[config.mk]
export PLATFORM = sky130hd
export DESIGN_NAME = cwsh_mul
export DESIGN_NICKNAME = d
export VERILOG_FILES = /design/src/rtl/cwsh_pkg.sv /design/src/rtl/cwsh_mul.sv
export SDC_FILE = /design/constraint.sdc
export NUM_CORES = 2
export LEC_CHECK = 0
export BUFFER_PORTS_ARGS = -buffer_cell sky130_fd_sc_hd__buf_2
export CAP_MARGIN = 20
export CELL_PAD_IN_SITES_DETAIL_PLACEMENT = 1
export CELL_PAD_IN_SITES_GLOBAL_PLACEMENT = 2
export CORE_ASPECT_RATIO = 1.1
export CORE_UTILIZATION = 40
export CTS_CLUSTER_SIZE = 8
export DETAILED_ROUTE_END_ITERATION = 10
export GPL_ROUTABILITY_DRIVEN = 0
export PLACE_DENSITY = 0.9
export RECOVER_POWER = 25
export SLEW_MARGIN = 20
export SYNTH_ARGS = -nofsm -noshare
export SYNTH_HDL_FRONTEND = slang
export SYNTH_SLANG_ARGS = --single-unit
[constraint.sdc]
create_clock -name i_clk -period 9.6 [get_ports i_clk]
set_clock_uncertainty 0.05 [all_clocks]
set_input_delay 0 -clock i_clk [delete_from_list [all_inputs] [get_ports i_clk]]
set_output_delay 0 -clock i_clk [all_outputs]
set_load 0.005 [all_outputs]
[src/rtl/cwsh_pkg.sv]
// ----------------------------------------------------------------------------
// cwsh_pkg: shared types and constants
// Request and result structs, cosine constants and command codes.
// ----------------------------------------------------------------------------
package cwsh_pkg;

    localparam int MAX_WAVES_DEF = 64;

    localparam int MUL_W  = 32;
    localparam int PROD_W = 64;

    localparam logic CMD_LOAD = 1'b0;
    localparam logic CMD_EVAL = 1'b1;

    localparam logic [26:0]        TWO_PI_Q24 = 27'd105414357;
    localparam logic signed [31:0] ONE_Q30    = 32'sd1073741824;
    localparam logic signed [31:0] C2_Q30     = -32'sd536870908;
    localparam logic signed [31:0] C4_Q30     = 32'sd44739216;
    localparam logic signed [31:0] C6_Q30     = -32'sd1491255;
    localparam logic signed [31:0] C8_Q30     = 32'sd26587;
    localparam logic signed [31:0] C10_Q30    = -32'sd280;

    localparam logic [2:0] HORNER_LAST = 3'd4;

    typedef struct packed {
        logic               command;
        logic [5:0]         wave_index;
        logic signed [31:0] amplitude;
        logic signed [31:0] wavenumber_x;
        logic signed [31:0] wavenumber_y;
        logic signed [31:0] phase_offset;
        logic signed [31:0] ref_x;
        logic signed [31:0] ref_y;
        logic signed [31:0] heading_sin;
        logic signed [31:0] heading_cos;
        logic signed [31:0] lateral_offset;
    } t_req;

    typedef struct packed {
        logic signed [31:0] elevation;
        logic               saturated;
    } t_res;

    typedef struct packed {
        logic signed [31:0] amplitude;
        logic signed [31:0] wavenumber_x;
        logic signed [31:0] wavenumber_y;
        logic signed [31:0] phase_offset;
    } t_wave;

    function automatic logic signed [31:0] horner_coef(input logic [2:0] idx);
        case (idx)
            3'd0:    return C8_Q30;
            3'd1:    return C6_Q30;
            3'd2:    return C4_Q30;
            3'd3:    return C2_Q30;
            default: return ONE_Q30;
        endcase
    endfunction

    function automatic logic signed [31:0] sat35(input logic signed [34:0] v);
        if (v > 35'sh0_7FFF_FFFF) begin
            return 32'sh7FFF_FFFF;
        end else if (v < -35'sh0_8000_0000) begin
            return -32'sh8000_0000;
        end
        return v[31:0];
    endfunction

endpackage

[src/rtl/cwsh_mul.sv]
// ----------------------------------------------------------------------------
// cwsh_mul: shared multiplier
// Signed 32 x 32 multiply with a registered 64-bit product.
// ----------------------------------------------------------------------------
module cwsh_mul (
    input  logic                                i_clk,
    input  logic signed [cwsh_pkg::MUL_W-1:0]   i_op_a,
    input  logic signed [cwsh_pkg::MUL_W-1:0]   i_op_b,
    output logic signed [cwsh_pkg::PROD_W-1:0]  o_prod
);
    import cwsh_pkg::*;

    logic signed [PROD_W-1:0] r_prod;

    always_ff @(posedge i_clk) begin
        r_prod <= PROD_W'(i_op_a) * PROD_W'(i_op_b);
    end

    assign o_prod = r_prod;

endmodule

# == Word level (Yosys, flattened, before mapping) ==
# Index checks and enable logic that the tools add are counted.
# totals
output_inout_bits,64
elab_cells,2
register_bits,64
in_bits,65
# classes
n_mul,1
# op_table
operator,count
$mul A32 B32 Y64,1

# == Depth between registers and ports, before layout ==
# logic_depth
depth_word,1
ltp_mapped,28

# == Worst setup path after synthesis ==
# Ideal clock, no wire load.
# synth_path
path_kind,input to register
from,input i_op_b[2] (netlist name)
to,"register r_prod[62], in the netlist o_prod[62]"
path_buffers,1
arrival_ns,7.189
slack_ns,2.289
path_stages,24
path_cell_list,clkbuf_1 nand2_1 inv_1 fa_1 fa_1 fa_1 fa_1 inv_1 fa_1 inv_1 fa_1 inv_1 fa_1 inv_1 fa_1 ha_1 and3_1 nand2_1 or3_1 o22a_1 o211ai_1 a31oi_1 o31ai_1 xor2_1
# synth_between
elab_chain_cells,1
# synth_rtl
item,line,rtl
from (decl),cwsh_mul.sv:8,"input logic signed [cwsh_pkg::MUL_W-1:0] i_op_b,"
$mul A32 B32 Y64,cwsh_mul.sv:16,r_prod <= PROD_W'(i_op_a) * PROD_W'(i_op_b);
to (signal assigned),cwsh_mul.sv:16,
to (decl),cwsh_mul.sv:13,logic signed [PROD_W-1:0] r_prod;
# No other way between the ends.

# == Worst setup path in the final report ==
# layout_path
from,input i_op_b[3] (netlist name)
to,"register r_prod[60], in the netlist o_prod[60]"
# The elaborated chain is that of the path after synthesis.

==> impl_metrics.env <==
export IMPL_wl_met3_mm=4.94
export IMPL_cts_tree="built"
export IMPL_cts_sinks=64
export IMPL_grt_pass1_vias=31500
export IMPL_finalHoldViolCount=0
export IMPL_start_kind="input port"
export IMPL_path_clk_slew_ns=0.06
export IMPL_dr_pass1_iters=5
export IMPL_dieArea_um2=94300
export IMPL_die_w_um=293
export IMPL_crit_fanout=21
export IMPL_hold_path_depth=2
export IMPL_final_setup_tns_ns=0
export IMPL_die_h_um=322
export IMPL_routed_top_layer="met5"
export IMPL_final_layout_size_suffix_gt1_share_pct=4.91
export IMPL_path_class="in -> reg"
export IMPL_post_cts_buffers=0
export IMPL_rsz0062_at_grt="no"
export IMPL_synth_commonest_cells="fa_1, inv_1, and2_1"
export IMPL_arrival_ns=8.43
export IMPL_ctsHtreeMaxLevel=3
export IMPL_synth_warnings=0
export IMPL_drt_iter0_drc=1153
export IMPL_grt_util_all_layers_pct=25.5
export IMPL_fin_crit_ns=8.13
export IMPL_status="complete, but fails checks"
export IMPL_synth_cells=3884
export IMPL_grt_first_pass_wirelength_mm=181
export IMPL_ys_flop_type="dfxtp_1"
export IMPL_max_slew_margin_pct=-9.80
export IMPL_violations="max-capacitance violations, max-slew violations"
export IMPL_cts_hold_buffers=0
export IMPL_setup_viol=0
export IMPL_routed_via_density=5.10
export IMPL_yosysTopAreaCellShare_pct=58.2
export IMPL_drv_slew=33
export IMPL_min_path_type="in -> reg"
export IMPL_synth_seq_cells=64
export IMPL_synth_edff_count=0
export IMPL_core_area_um2=92400
export IMPL_antenna_found_initial=13
export IMPL_syn_nets=5215
export IMPL_worst_slew_pin_slew_ns=1.65
export IMPL_cts_resized=0
export IMPL_wl_per_cell_um=21.8
export IMPL_ys_seq_area_share_pct=3.44
export IMPL_worstHoldStart="i_op_b[0]"
export IMPL_stdcell_area_um2=39300
export IMPL_port_buffers=128
export IMPL_start_util_pct=40.3
export IMPL_clockRootBuffer="clkbuf_16"
export IMPL_required_ns=9.91
export IMPL_wl_met2_mm=60.2
export IMPL_ys_types=63
export IMPL_hpwl_mm=92.8
export IMPL_cts_inserted_buffers=9
export IMPL_grt_max_degree=33
export IMPL_synth_area_leader_cell="fa_1"
export IMPL_async_reset_ff_share_pct=0
export IMPL_vias=26100
export IMPL_netlist_area_um2=37200
export IMPL_synth_avg_cell_area_um2=9.59
export IMPL_ys_top_cells_by_area="fa_1, inv_1, and2_1, ha_1, nand2_1"
export IMPL_drc=0
export IMPL_worstHoldEndpoint="o_prod[0]"
export IMPL_largest_register_ffs=64
export IMPL_cts_path_max_buffers=2
export IMPL_m1WireLength_mm=41.4
export IMPL_wl_mm=112
export IMPL_syn_to_final_growth_pct=5.42
export IMPL_postRouteAntennaNets=0
export IMPL_io_pins=129
export IMPL_yosysMostFrequentCell="fa_1"
export IMPL_place_area_um2=39000
export IMPL_fin_nets=5195
export IMPL_finalCritPeriodShare_pct=84.7
export IMPL_cp_end_kind="flop"
export IMPL_max_cap_viol_count=1
export IMPL_grt_overflow=0
export IMPL_clock_fmax_mhz=123
export IMPL_row_count=117
## how the worst max path moves through the flow
stage                   start          to  depth (start not counted)
floorplan           i_op_b[2]  o_prod[62]                         24
global placement    i_op_b[8]  o_prod[60]                         24
detailed placement  i_op_b[3]  o_prod[62]                         24
CTS                 i_op_b[3]  o_prod[62]                         24
global route        i_op_b[8]  o_prod[60]                         26
finish              i_op_b[3]  o_prod[60]                         24
## worst max-delay path, stage by stage
cell,delay (ns)
buf_2,0.47
and2_1,0.28
fa_1,0.48
fa_1,0.50
fa_1,0.91
fa_1,0.55
fa_1,0.49
fa_1,0.51
fa_1,0.50
inv_1,0.05
fa_1,0.50
inv_1,0.05
ha_1,0.40
a21o_1,0.23
a31oi_1,0.48
nor2_1,0.12
a2111oi_2,0.51
o22a_1,0.20
o211ai_1,0.09
buf_4,0.18
a2111oi_1,0.45
o21bai_1,0.13
a21oi_1,0.19
xnor2_1,0.13
## layout make-up
type	instances	area, um^2
antenna	6	15.0
clock inverter	5	33.8
clock buffer	11	233
tap	1249	1560
multi-input combinational	2668	31600
timing repair buffer	169	928
fill	10500	53100
inverter	952	3570
sequential	64	1280
## layer usage
layer  up-vias  global-route usage [%]
met4        10                    11.6
met2       680                    46.7
met5         -                       0
li1      11000                       -
met1     14200                    29.4
met3       240                    3.42
## kinds of logic after synthesis
family | after synthesis | share of synthesized area [%]
fa+ha+maj | 1266 | 64.3
buf+inv | 1152 | 11.6
simple gates | 1134 | 15.4
compound gates | 193 | 3.46
xor+xnor | 75 | 1.76
flops | 64 | 3.44
## per-stage QoR
stage	hold slack, ns	cells	setup slack, ns	utilization, %
final	0.233	5124	1.47	42.5
after global routing	0.234	5121	1.11	42.5
after CTS	0.161	5118	1.48	42.5
after detailed placement	0.327	5102	1.07	42.2
after global placement	0.327	5102	1.25	42.2
after floorplan	0.0773	3884	2.29	-
## placed cells by master, fill, tap and decap left out, types with 41 or more instances in the layout
cell type | synthesis | final
buf_2 | 3 | 112
nand2_1 | 511 | 511
xnor2_1 | 53 | 53
inv_1 | 952 | 952
nor2_1 | 42 | 42
ha_1 | 184 | 184
buf_4 | 0 | 41
a21oi_1 | 68 | 68
fa_1 | 1082 | 1082
and2_1 | 516 | 515
dfxtp_1 | 64 | 64
Power is left out: the tool's default activity adds up to more than one toggle a clock period on the data nets, which glitch-free logic cannot reach.
